--- src/hw/rtl/s2i_pkg.sv ---
`timescale 1ns / 1ps
// ----------------------------------------------------------------------------
// s2i_pkg
// Shared types, constants and a helper function of the string to integer parser.
// ----------------------------------------------------------------------------
package s2i_pkg;

    // Default accumulator width; the top level can override it.
    localparam int VALUE_WIDTH_DEF = 32;

    // Fixed widths of the result fields and the configuration port.
    localparam int RESULT_WIDTH  = 32;
    localparam int COUNT_WIDTH   = 16;
    localparam int CHAR_WIDTH    = 8;
    localparam int RADIX_WIDTH   = 6;
    localparam int DIGIT_WIDTH   = 7;
    localparam int CFG_INDEX_W   = 8;
    localparam int CFG_DATA_W    = 32;

    // Register indexes of the configuration port.
    localparam logic [CFG_INDEX_W-1:0] CFG_RADIX       = 8'd0;
    localparam logic [CFG_INDEX_W-1:0] CFG_SIGNED_MODE = 8'd1;

    // Reset values of the configuration registers.
    localparam logic [RADIX_WIDTH-1:0] RADIX_RESET  = 6'd10;
    localparam logic                   SIGNED_RESET = 1'b1;

    // Bases that prefix detection picks.
    localparam logic [RADIX_WIDTH-1:0] BASE_AUTO = 6'd0;
    localparam logic [RADIX_WIDTH-1:0] BASE_OCT  = 6'd8;
    localparam logic [RADIX_WIDTH-1:0] BASE_DEC  = 6'd10;
    localparam logic [RADIX_WIDTH-1:0] BASE_HEX  = 6'd16;

    // Characters with a special meaning.
    localparam logic [CHAR_WIDTH-1:0] CH_SPACE = 8'h20;
    localparam logic [CHAR_WIDTH-1:0] CH_TAB   = 8'h09;
    localparam logic [CHAR_WIDTH-1:0] CH_LF    = 8'h0A;
    localparam logic [CHAR_WIDTH-1:0] CH_PLUS  = 8'h2B;
    localparam logic [CHAR_WIDTH-1:0] CH_MINUS = 8'h2D;
    localparam logic [CHAR_WIDTH-1:0] CH_ZERO  = 8'h30;
    localparam logic [CHAR_WIDTH-1:0] CH_NINE  = 8'h39;
    localparam logic [CHAR_WIDTH-1:0] CH_LO_A  = 8'h61;
    localparam logic [CHAR_WIDTH-1:0] CH_LO_Z  = 8'h7A;
    localparam logic [CHAR_WIDTH-1:0] CH_UP_A  = 8'h41;
    localparam logic [CHAR_WIDTH-1:0] CH_UP_Z  = 8'h5A;
    localparam logic [CHAR_WIDTH-1:0] CH_LO_X  = 8'h78;
    localparam logic [CHAR_WIDTH-1:0] CH_UP_X  = 8'h58;

    // Digit value of a character that is no letter or digit.
    localparam logic [DIGIT_WIDTH-1:0] NO_DIGIT = 7'd64;

    // Saturation limit of the consumed count.
    localparam logic [COUNT_WIDTH-1:0] COUNT_MAX = '1;

    // Conversion phases.
    typedef enum logic [1:0] {
        PH_SPACE  = 2'd0,
        PH_START  = 2'd1,
        PH_ZERO   = 2'd2,
        PH_DIGITS = 2'd3
    } t_phase;

    // Configuration register contents.
    typedef struct packed {
        logic [RADIX_WIDTH-1:0] radix;
        logic                   signed_mode;
    } t_cfg;

    // One result item.
    typedef struct packed {
        logic [RESULT_WIDTH-1:0] value;
        logic [COUNT_WIDTH-1:0]  consumed;
        logic                    converted;
    } t_result;

    // A result beat handed from the core to the output stage.
    typedef struct packed {
        logic    valid;
        t_result res;
    } t_res_beat;

    // Digit value of a character: 0-9 for digits, 10-35 for letters.
    function automatic logic [DIGIT_WIDTH-1:0] digit_of(input logic [CHAR_WIDTH-1:0] c);
        logic [CHAR_WIDTH-1:0] d;
        d = '0;
        if (c >= CH_ZERO && c <= CH_NINE) begin
            d = c - CH_ZERO;
        end else if (c >= CH_LO_A && c <= CH_LO_Z) begin
            d = c - CH_LO_A + 8'd10;
        end else if (c >= CH_UP_A && c <= CH_UP_Z) begin
            d = c - CH_UP_A + 8'd10;
        end else begin
            d = {1'b0, NO_DIGIT};
        end
        return d[DIGIT_WIDTH-1:0];
    endfunction

endpackage

--- src/hw/rtl/s2i_if.sv ---
`timescale 1ns / 1ps
// ----------------------------------------------------------------------------
// s2i_if
// Valid/ready channels of the parser: characters in, results out, and the
// configuration write channel.
// ----------------------------------------------------------------------------
interface s2i_char_if import s2i_pkg::*; ();
    logic                  valid;
    logic                  ready;
    logic [CHAR_WIDTH-1:0] char_in;

    modport source (output valid, output char_in, input ready);
    modport sink   (input valid, input char_in, output ready);
endinterface

interface s2i_result_if import s2i_pkg::*; ();
    logic                    valid;
    logic                    ready;
    logic [RESULT_WIDTH-1:0] value;
    logic [COUNT_WIDTH-1:0]  consumed;
    logic                    converted;

    modport source (output valid, output value, output consumed, output converted,
                    input ready);
    modport sink   (input valid, input value, input consumed, input converted,
                    output ready);
endinterface

interface s2i_cfg_if import s2i_pkg::*; ();
    logic                   valid;
    logic                   ready;
    logic [CFG_INDEX_W-1:0] index;
    logic [CFG_DATA_W-1:0]  data;

    modport source (output valid, output index, output data, input ready);
    modport sink   (input valid, input index, input data, output ready);
endinterface

--- src/hw/rtl/s2i_cfg_regs.sv ---
`timescale 1ns / 1ps
// ----------------------------------------------------------------------------
// s2i_cfg_regs
// Configuration registers: radix and signed mode, written through the
// configuration channel.
// ----------------------------------------------------------------------------
module s2i_cfg_regs import s2i_pkg::*; (
    input  logic                   i_clk,
    input  logic                   i_rst_n,
    input  logic                   i_valid,
    output logic                   o_ready,
    input  logic [CFG_INDEX_W-1:0] i_index,
    input  logic [CFG_DATA_W-1:0]  i_data,
    output t_cfg                   o_cfg
);

    t_cfg r_cfg;
    t_cfg n_cfg;

    // Writes are taken in every cycle.
    assign o_ready = 1'b1;
    assign o_cfg   = r_cfg;

    // Register decode; indexes past the list are ignored.
    always_comb begin
        n_cfg = r_cfg;
        if (i_valid) begin
            unique case (i_index)
                CFG_RADIX:       n_cfg.radix       = i_data[RADIX_WIDTH-1:0];
                CFG_SIGNED_MODE: n_cfg.signed_mode = i_data[0];
                default:         n_cfg             = r_cfg;
            endcase
        end
    end

    always_ff @(posedge i_clk) begin
        if (!i_rst_n) begin
            r_cfg.radix       <= RADIX_RESET;
            r_cfg.signed_mode <= SIGNED_RESET;
        end else begin
            r_cfg <= n_cfg;
        end
    end

endmodule

--- src/hw/rtl/s2i_core.sv ---
`timescale 1ns / 1ps
// ----------------------------------------------------------------------------
// s2i_core
// Per-character conversion step: classifies the character, advances the phase,
// updates accumulator and count, and produces the result beat that ends a number.
// ----------------------------------------------------------------------------
module s2i_core import s2i_pkg::*; #(
    parameter int VALUE_WIDTH = VALUE_WIDTH_DEF
) (
    input  logic                  i_clk,
    input  logic                  i_rst_n,
    input  logic                  i_valid,
    output logic                  o_ready,
    input  logic [CHAR_WIDTH-1:0] i_char,
    input  t_cfg                  i_cfg,
    output t_res_beat             o_beat,
    input  logic                  i_beat_ready
);

    // Number state.
    t_phase                   r_phase, n_phase;
    logic                     r_neg, n_neg;
    logic [VALUE_WIDTH-1:0]   r_acc, n_acc;
    logic [RADIX_WIDTH-1:0]   r_base, n_base;
    logic [COUNT_WIDTH-1:0]   r_count, n_count;
    logic                     r_any, n_any;

    // Step decode.
    logic                     w_accept;
    logic                     w_is_ws;
    logic                     w_is_sign;
    logic                     w_is_x;
    logic                     w_take_ws;
    logic                     w_take_sign;
    logic                     w_at_start;
    logic                     w_take_zero;
    logic                     w_take_x;
    logic                     w_digit_phase;
    logic                     w_take_digit;
    logic                     w_emit;
    logic [RADIX_WIDTH-1:0]   w_base;
    logic [DIGIT_WIDTH-1:0]   w_digit;
    logic [COUNT_WIDTH-1:0]   w_count_inc;
    logic [VALUE_WIDTH-1:0]   w_mac;
    logic [VALUE_WIDTH-1:0]   w_final;
    logic [RESULT_WIDTH-1:0]  w_value;

    // A character is taken whenever the output stage can hold a result.
    assign o_ready  = i_beat_ready;
    assign w_accept = i_valid && o_ready;

    // Character classes.
    assign w_is_ws   = (i_char == CH_SPACE) || (i_char == CH_TAB) || (i_char == CH_LF);
    assign w_is_sign = (i_char == CH_PLUS) || ((i_char == CH_MINUS) && i_cfg.signed_mode);
    assign w_is_x    = (i_char == CH_LO_X) || (i_char == CH_UP_X);
    assign w_digit   = digit_of(i_char);

    // Which rule applies to this character, depending on the phase.
    always_comb begin
        w_take_ws     = 1'b0;
        w_take_sign   = 1'b0;
        w_at_start    = 1'b0;
        w_take_x      = 1'b0;
        w_digit_phase = 1'b0;
        unique case (r_phase)
            PH_SPACE: begin
                w_take_ws   = w_is_ws;
                w_take_sign = !w_is_ws && w_is_sign;
                w_at_start  = !w_is_ws && !w_is_sign;
            end
            PH_START: begin
                w_at_start = 1'b1;
            end
            PH_ZERO: begin
                w_take_x      = w_is_x;
                w_digit_phase = !w_is_x;
            end
            PH_DIGITS: begin
                w_digit_phase = 1'b1;
            end
            default: begin
                w_at_start = 1'b0;
            end
        endcase

        // A leading zero opens a prefix only when the radix is auto-detect or hex.
        w_take_zero = w_at_start && (i_char == CH_ZERO)
                      && ((i_cfg.radix == BASE_AUTO) || (i_cfg.radix == BASE_HEX));
        if (w_at_start && !w_take_zero) begin
            w_digit_phase = 1'b1;
        end

        // The radix is latched with the first character after the sign.
        if (w_at_start) begin
            w_base = (i_cfg.radix == BASE_AUTO) ? BASE_DEC : i_cfg.radix;
        end else begin
            w_base = r_base;
        end

        w_take_digit = w_digit_phase && (w_digit < {1'b0, w_base});
        w_emit       = w_digit_phase && !w_take_digit;
    end

    // Next phase.
    always_comb begin
        n_phase = r_phase;
        if (w_accept) begin
            if (w_emit) begin
                n_phase = PH_SPACE;
            end else if (w_take_sign) begin
                n_phase = PH_START;
            end else if (w_take_zero) begin
                n_phase = PH_ZERO;
            end else if (w_take_x || w_take_digit) begin
                n_phase = PH_DIGITS;
            end
        end
    end

    // Multiply-add of the accumulator, wrapping at the accumulator width.
    assign w_mac       = r_acc * VALUE_WIDTH'(w_base) + VALUE_WIDTH'(w_digit);
    assign w_count_inc = (r_count == COUNT_MAX) ? r_count : r_count + 1'b1;

    // Next values of the number state.
    always_comb begin
        n_neg   = r_neg;
        n_acc   = r_acc;
        n_base  = r_base;
        n_count = r_count;
        n_any   = r_any;
        if (w_accept) begin
            if (w_emit) begin
                n_neg   = 1'b0;
                n_acc   = '0;
                n_base  = '0;
                n_count = '0;
                n_any   = 1'b0;
            end else if (w_take_ws) begin
                n_count = w_count_inc;
            end else if (w_take_sign) begin
                n_neg   = (i_char == CH_MINUS);
                n_count = w_count_inc;
            end else if (w_take_zero) begin
                n_base  = (i_cfg.radix == BASE_AUTO) ? BASE_OCT : BASE_HEX;
                n_acc   = '0;
                n_any   = 1'b1;
                n_count = w_count_inc;
            end else if (w_take_x) begin
                n_base  = BASE_HEX;
                n_count = w_count_inc;
            end else if (w_take_digit) begin
                n_base  = w_base;
                n_acc   = w_mac;
                n_any   = 1'b1;
                n_count = w_count_inc;
            end
        end
    end

    // Result value: negated if a minus was taken, then fitted to 32 bits.
    assign w_final = r_neg ? (~r_acc + VALUE_WIDTH'(1)) : r_acc;

    generate
        if (VALUE_WIDTH >= RESULT_WIDTH) begin : g_trunc
            assign w_value = w_final[RESULT_WIDTH-1:0];
        end else begin : g_ext
            assign w_value = {{(RESULT_WIDTH-VALUE_WIDTH){1'b0}}, w_final};
        end
    endgenerate

    // Result beat toward the output stage.
    always_comb begin
        o_beat.valid         = w_accept && w_emit;
        o_beat.res.value     = w_value;
        o_beat.res.consumed  = r_count;
        o_beat.res.converted = r_any;
    end

    always_ff @(posedge i_clk) begin
        if (!i_rst_n) begin
            r_phase <= PH_SPACE;
            r_neg   <= 1'b0;
            r_acc   <= '0;
            r_base  <= '0;
            r_count <= '0;
            r_any   <= 1'b0;
        end else begin
            r_phase <= n_phase;
            r_neg   <= n_neg;
            r_acc   <= n_acc;
            r_base  <= n_base;
            r_count <= n_count;
            r_any   <= n_any;
        end
    end

    // A finished number leaves the state cleared for the next one.
    a_clear_after_emit: assert property (@(posedge i_clk) disable iff (!i_rst_n)
        (w_accept && w_emit) |=> (r_phase == PH_SPACE) && (r_count == '0) && !r_any)
        else $error("number state not cleared after result");

    // Nothing past the sign is taken before the start phase is left.
    a_no_digits_early: assert property (@(posedge i_clk) disable iff (!i_rst_n)
        ((r_phase == PH_SPACE) || (r_phase == PH_START)) |-> (!r_any && (r_acc == '0)))
        else $error("digits recorded before start phase");

    // After a prefix zero the value is still zero and the number counts as converted.
    a_zero_phase: assert property (@(posedge i_clk) disable iff (!i_rst_n)
        (r_phase == PH_ZERO) |-> ((r_acc == '0) && r_any
                                  && ((r_base == BASE_OCT) || (r_base == BASE_HEX))))
        else $error("prefix phase holds bad state");

    // Within a number the count never goes down.
    a_count_monotonic: assert property (@(posedge i_clk) disable iff (!i_rst_n)
        (w_accept && !w_emit) |=> (r_count >= $past(r_count)))
        else $error("consumed count decreased within a number");

endmodule

--- src/hw/rtl/s2i_out_stage.sv ---
`timescale 1ns / 1ps
// ----------------------------------------------------------------------------
// s2i_out_stage
// Output register of the result channel; holds one result beat until the
// sink takes it.
// ----------------------------------------------------------------------------
module s2i_out_stage import s2i_pkg::*; (
    input  logic      i_clk,
    input  logic      i_rst_n,
    input  t_res_beat i_beat,
    output logic      o_ready,
    output logic      o_valid,
    output t_result   o_res,
    input  logic      i_ready
);

    logic    r_valid, n_valid;
    t_result r_res, n_res;

    // The register can load when empty or when its beat leaves this cycle.
    assign o_ready = !r_valid || i_ready;
    assign o_valid = r_valid;
    assign o_res   = r_res;

    always_comb begin
        n_valid = r_valid;
        n_res   = r_res;
        if (o_ready) begin
            n_valid = i_beat.valid;
            if (i_beat.valid) begin
                n_res = i_beat.res;
            end
        end
    end

    always_ff @(posedge i_clk) begin
        if (!i_rst_n) begin
            r_valid <= 1'b0;
        end else begin
            r_valid <= n_valid;
        end
    end

    // Payload register needs no reset.
    always_ff @(posedge i_clk) begin
        r_res <= n_res;
    end

endmodule

--- src/hw/rtl/string_to_integer_parser.sv ---
`timescale 1ns / 1ps
// ----------------------------------------------------------------------------
// string_to_integer_parser
// Streaming strtol/strtoul style converter of ASCII characters to an integer.
// ----------------------------------------------------------------------------
// The parser takes one character per clock cycle while the output register
// can take a result. Every character is handled in the cycle it is accepted:
// the accumulator multiply-add by the base in use is the one loop that closes
// there, which sets the sustained rate. The character that ends a number
// produces a result beat in the output register in the cycle after it is
// accepted; the input stalls only while that register holds a result the
// sink has not taken. There is no clearing pass after reset. Configuration
// writes are taken in every cycle and should be made between numbers.
module string_to_integer_parser import s2i_pkg::*; #(
    parameter int VALUE_WIDTH = VALUE_WIDTH_DEF
) (
    input  logic                i_clk,
    input  logic                i_rst_n,
    s2i_char_if.sink            i_char,
    s2i_result_if.source        o_result,
    s2i_cfg_if.sink             i_cfg
);

    t_cfg      w_cfg;
    t_res_beat w_beat;
    logic      w_beat_ready;
    t_result   w_res;

    // Configuration registers.
    s2i_cfg_regs u_cfg_regs (
        .i_clk   (i_clk),
        .i_rst_n (i_rst_n),
        .i_valid (i_cfg.valid),
        .o_ready (i_cfg.ready),
        .i_index (i_cfg.index),
        .i_data  (i_cfg.data),
        .o_cfg   (w_cfg)
    );

    // Conversion step.
    s2i_core #(
        .VALUE_WIDTH (VALUE_WIDTH)
    ) u_core (
        .i_clk        (i_clk),
        .i_rst_n      (i_rst_n),
        .i_valid      (i_char.valid),
        .o_ready      (i_char.ready),
        .i_char       (i_char.char_in),
        .i_cfg        (w_cfg),
        .o_beat       (w_beat),
        .i_beat_ready (w_beat_ready)
    );

    // Result register.
    s2i_out_stage u_out_stage (
        .i_clk   (i_clk),
        .i_rst_n (i_rst_n),
        .i_beat  (w_beat),
        .o_ready (w_beat_ready),
        .o_valid (o_result.valid),
        .o_res   (w_res),
        .i_ready (o_result.ready)
    );

    assign o_result.value     = w_res.value;
    assign o_result.consumed  = w_res.consumed;
    assign o_result.converted = w_res.converted;

endmodule

--- src/flat_wrapper.sv ---
// flat-port wrapper written by rule: the top's interface ports become plain ports
module string_to_integer_parser_flat import s2i_pkg::*;
#(
    parameter int VALUE_WIDTH = VALUE_WIDTH_DEF
)
  (i_clk, i_rst_n, i_char_valid, i_char_char_in, i_char_ready, o_result_valid, o_result_value, o_result_consumed, o_result_converted, o_result_ready, i_cfg_valid, i_cfg_index, i_cfg_data, i_cfg_ready);
  s2i_char_if i_char_i ();
  s2i_result_if o_result_i ();
  s2i_cfg_if i_cfg_i ();
  input  logic i_clk;
  input  logic i_rst_n;
  input wire logic [$bits(i_char_i.valid)-1:0] i_char_valid;
  input wire logic [$bits(i_char_i.char_in)-1:0] i_char_char_in;
  output wire logic [$bits(i_char_i.ready)-1:0] i_char_ready;
  output wire logic [$bits(o_result_i.valid)-1:0] o_result_valid;
  output wire logic [$bits(o_result_i.value)-1:0] o_result_value;
  output wire logic [$bits(o_result_i.consumed)-1:0] o_result_consumed;
  output wire logic [$bits(o_result_i.converted)-1:0] o_result_converted;
  input wire logic [$bits(o_result_i.ready)-1:0] o_result_ready;
  input wire logic [$bits(i_cfg_i.valid)-1:0] i_cfg_valid;
  input wire logic [$bits(i_cfg_i.index)-1:0] i_cfg_index;
  input wire logic [$bits(i_cfg_i.data)-1:0] i_cfg_data;
  output wire logic [$bits(i_cfg_i.ready)-1:0] i_cfg_ready;
  assign i_char_i.valid = i_char_valid;
  assign i_char_i.char_in = i_char_char_in;
  assign i_char_ready = i_char_i.ready;
  assign o_result_valid = o_result_i.valid;
  assign o_result_value = o_result_i.value;
  assign o_result_consumed = o_result_i.consumed;
  assign o_result_converted = o_result_i.converted;
  assign o_result_i.ready = o_result_ready;
  assign i_cfg_i.valid = i_cfg_valid;
  assign i_cfg_i.index = i_cfg_index;
  assign i_cfg_i.data = i_cfg_data;
  assign i_cfg_ready = i_cfg_i.ready;
  string_to_integer_parser #(.VALUE_WIDTH(VALUE_WIDTH)) u_core (.i_clk(i_clk), .i_rst_n(i_rst_n), .i_char(i_char_i), .o_result(o_result_i), .i_cfg(i_cfg_i));
endmodule
--- config.mk ---
export PLATFORM = sky130hd
export DESIGN_NAME = string_to_integer_parser_flat
export DESIGN_NICKNAME = d
export VERILOG_FILES = /design/src/hw/rtl/s2i_pkg.sv /design/src/hw/rtl/s2i_if.sv /design/src/hw/rtl/s2i_cfg_regs.sv /design/src/hw/rtl/s2i_core.sv /design/src/hw/rtl/s2i_out_stage.sv /design/src/hw/rtl/string_to_integer_parser.sv /design/src/flat_wrapper.sv
export SDC_FILE = /design/constraint.sdc
export NUM_CORES = 1
export LEC_CHECK = 0
export BUFFER_PORTS_ARGS = -buffer_cell sky130_fd_sc_hd__buf_4
export CELL_PAD_IN_SITES_DETAIL_PLACEMENT = 1
export CELL_PAD_IN_SITES_GLOBAL_PLACEMENT = 1
export CORE_ASPECT_RATIO = 1.2
export CORE_MARGIN = 10
export CORE_UTILIZATION = 40
export CTS_CLUSTER_SIZE = 24
export DETAILED_ROUTE_END_ITERATION = 12
export HOLD_SLACK_MARGIN = 0.1
export PLACE_DENSITY = 0.74
export SLEW_MARGIN = 25
export SYNTH_ARGS = -nofsm -noshare
export SYNTH_HDL_FRONTEND = slang
export SYNTH_SLANG_ARGS = --single-unit
--- constraint.sdc ---
create_clock -name i_clk -period 8.7 [get_ports i_clk]
set_input_delay 1.74 -clock i_clk [delete_from_list [all_inputs] [get_ports i_clk]]
set_output_delay 1.74 -clock i_clk [all_outputs]
set_load 0.01 [all_outputs]
==> reports/qor.yml <==
status: "completed"
grt_pass1_wl_um: 50800
synth.net_count: 1389
core_region_area_um2: 27200
vias: 8588
met2_usage: 0.318
synth-edff-count: 49
fin_ws_ns: 0.430
hold_viol_final: 0
cp-end-kind: "flop"
finalWeightedCongestion: 0.857
ys_ff_latch: 115
maxCapViolations: 0
setup_viol: 0
cp-start-kind: "input pin"
die_h_um: 202
synthAdderAreaFrac: 0.295
initial_core_util: 0.405
grtUsageMet3: 0.0358
crit_type: "input pin to flop"
drv_slew: 0
critical_path.max_fanout: 8
wl_um: 31100
diodes: 0
numCtsBuffers: 17
synth-xor-area-share: 0.0657
fin_crit_ns: 8.27
peakVddDrop_v: 0.000108
synthFlopType: "dfxtp_1"
post-route-util: 0.460
total_leakage_power_nw: 5.74
postCtsSetupRepairBufs: 0
syn_to_final_growth_pct: 13.6
root_buffer: "clkbuf_16"
synth_top_area_frac: 0.205
synth_top_area_cell: "fa_1"
clockBufferDepth: 2
relSlewSlack: 0.384
ff2ff_path_depth: 25
synthSimpleGateAreaFrac: 0.203
grt_max_degree: 46
routed_via_density: 5.54
busiest_layer: "met2"
synth_top_family_by_area: "adder cells"
numPortBuffers: 77
synth_compound_area_frac: 0.120
num_rows: 66
rsz0062_at_grt: "no"
ios: 105
crit_required_ns: 8.98
p_per_area_nw_per_um2: 122
nets: 1441
cp_data_arrival_time_ns: 8.55
ys_warn_count: 0
wl_per_cell_um: 20.1
clk_pin_slew_worst_paths_ns: 0.06
antenna_found_initial: 0
seq_area_frac_synth: 0.254
grt_pass1_vias: 9409
die_area_um2: 34600
skew_ns: 0.0128
async_flop_share: 0
finalCritPeriodShare: 0.951
hpwl_um: 22600
p_total_mw: 1.53
htree_levels: 4
holdWs_ns: 0.444
drtIter0Drc: 554
syn-instance-count: 1144
layout-drive-gt1-share: 0.130
globalRouteMet1Util: 0.221
drt.antenna.violating_nets: 0
whs_path_depth: 0
globalRouteOverflowTotal: 0
ys_types: 85
fp.dieW_um: 171
drc: 0
avgSynthCellArea_um2: 9.63
cts_sinks: 115
fmax_mhz: 121
tightest_slew_ns: 0.922
cts_hold_buf: 0
synth_area_um2: 11000
hp-class: "flop to flop"
clk_latency_ns: 0.44
muxShareOfSynthArea: 0.0160
track_usage: 0.184
cts_resized: 0
synth.area.top_cells: "fa_1, edfxtp_1, dfxtp_1"
pre_cts_slack_ns: -0.00702
cts_tree: "built"
dr.pass1.iters: 5
[cells in the mapped netlist, types with 19 or more instances]
cell,number
ha_1,79
nor2b_1,75
a21oi_1,47
o21ai_0,28
nand3_1,19
nand2_1,60
inv_1,60
fa_1,113
edfxtp_1,49
clkbuf_1,52
xor2_1,22
nor2_1,104
xnor2_1,58
dfxtp_1,66
and2_1,81
a22oi_1,28
[sequential cells by signal (all words and copies together) (netlist names)]
signal,count
u_core.u_out_stage.o_res,49
u_core.u_core.r_phase,2
u_core.u_core.r_acc,32
u_core.u_core.r_any,1
u_core.u_out_stage.o_valid,1
u_core.u_core.r_neg,1
u_core.u_core.r_base,6
u_core.u_cfg_regs.o_cfg,7
u_core.u_core.r_count,16
[worst paths after layout]
kind / start / end / slack, ns
setup reg to reg: u_core.u_cfg_regs.o_cfg[0] / u_core.u_core.r_acc[31] / 2.08
hold / removal: u_core.u_core.r_count[14] / u_core.u_out_stage.o_res[15] / 0.44
setup / recovery: i_char_char_in[4] / u_core.u_core.r_acc[31] / 0.43
hold reg to reg: u_core.u_core.r_count[14] / u_core.u_out_stage.o_res[15] / 0.44
[kinds of logic after synthesis]
| group | count (synthesis) |
|---|---|
| flip-flops | 115 |
| adder cells (fa/ha/maj) | 192 |
| multiplexers | 16 |
| other | 1 |
| AO/OA/AOI/OAI | 190 |
| buffers and inverters | 131 |
| XOR/XNOR | 81 |
| AND/OR/NAND/NOR | 418 |
[routing by layer]
metal	vias to the layer above	part of all wire	wire, um
met4	0	0.027	827
met5	-	0	0
met2	190	0.51	15900
li1	3985	-	-
met1	4355	0.42	12900
met3	58	0.045	1400
[layout make-up]
class,count,area (um^2)
clock inverter,14,153
multi-input combinational,898,7720
clock buffer,18,429
tap,340,425
sequential,115,2790
fill,3065,14700
inverter,63,236
timing repair buffer,101,758
[placed cells by master (no fill, tap or decap), drive strengths merged, types with 10 or more instances in the layout]
master | Yosys | layout
fa | 113 | 113
nor2 | 105 | 105
buf | 15 | 101
and2 | 81 | 81
ha | 79 | 79
nor2b | 76 | 76
inv | 62 | 67
dfxtp | 66 | 66
nand2 | 61 | 61
xnor2 | 58 | 58
edfxtp | 49 | 49
a21oi | 49 | 49
o21ai | 32 | 32
a22oi | 28 | 28
xor2 | 22 | 22
nand3 | 20 | 20
clkbuf | 53 | 18
nand2b | 15 | 15
a21o | 12 | 12
mux2i | 12 | 12
or4 | 11 | 11
nor3 | 10 | 10
[worst max-delay path, cell delays in order]
cell and delay (ns):
buf_4 0.14, inv_1 0.16, ha_1 0.22, nor3b_1 0.32
a32oi_2 0.14, o211ai_4 0.31, buf_4 0.20, mux2i_2 0.33
nand2b_1 0.19, fa_1 0.45, fa_1 0.56, inv_1 0.06
fa_1 0.54, inv_1 0.06, fa_1 0.53, inv_1 0.04
ha_1 0.29, o21ai_0 0.08, a21oi_1 0.26, o22ai_1 0.16
buf_4 0.17, o31a_1 0.37, o31a_1 0.36, o31ai_1 0.37
o41a_1 0.22, xnor2_1 0.07, a22oi_1 0.14, nor2_1 0.06
[metrics by stage]
step	instance area (um^2)	TNS (ns)	std cells
global placement	11900	0	1513
floorplan	11000	0	1144
finish	12500	0	1549
CTS	12500	0	1545
detailed placement	11900	-0.0104	1513
global route	12500	0	1549
[report_power, final]
group	leakage, nW	switching (mW)	internal (mW)	total [mW]
Combinational	4.44	0.134	0.0764	0.211
Clock	0.274	0.289	0.425	0.713
Sequential	1.02	0.0116	0.591	0.603
Note: power is estimated with default switching activity, not from simulation.
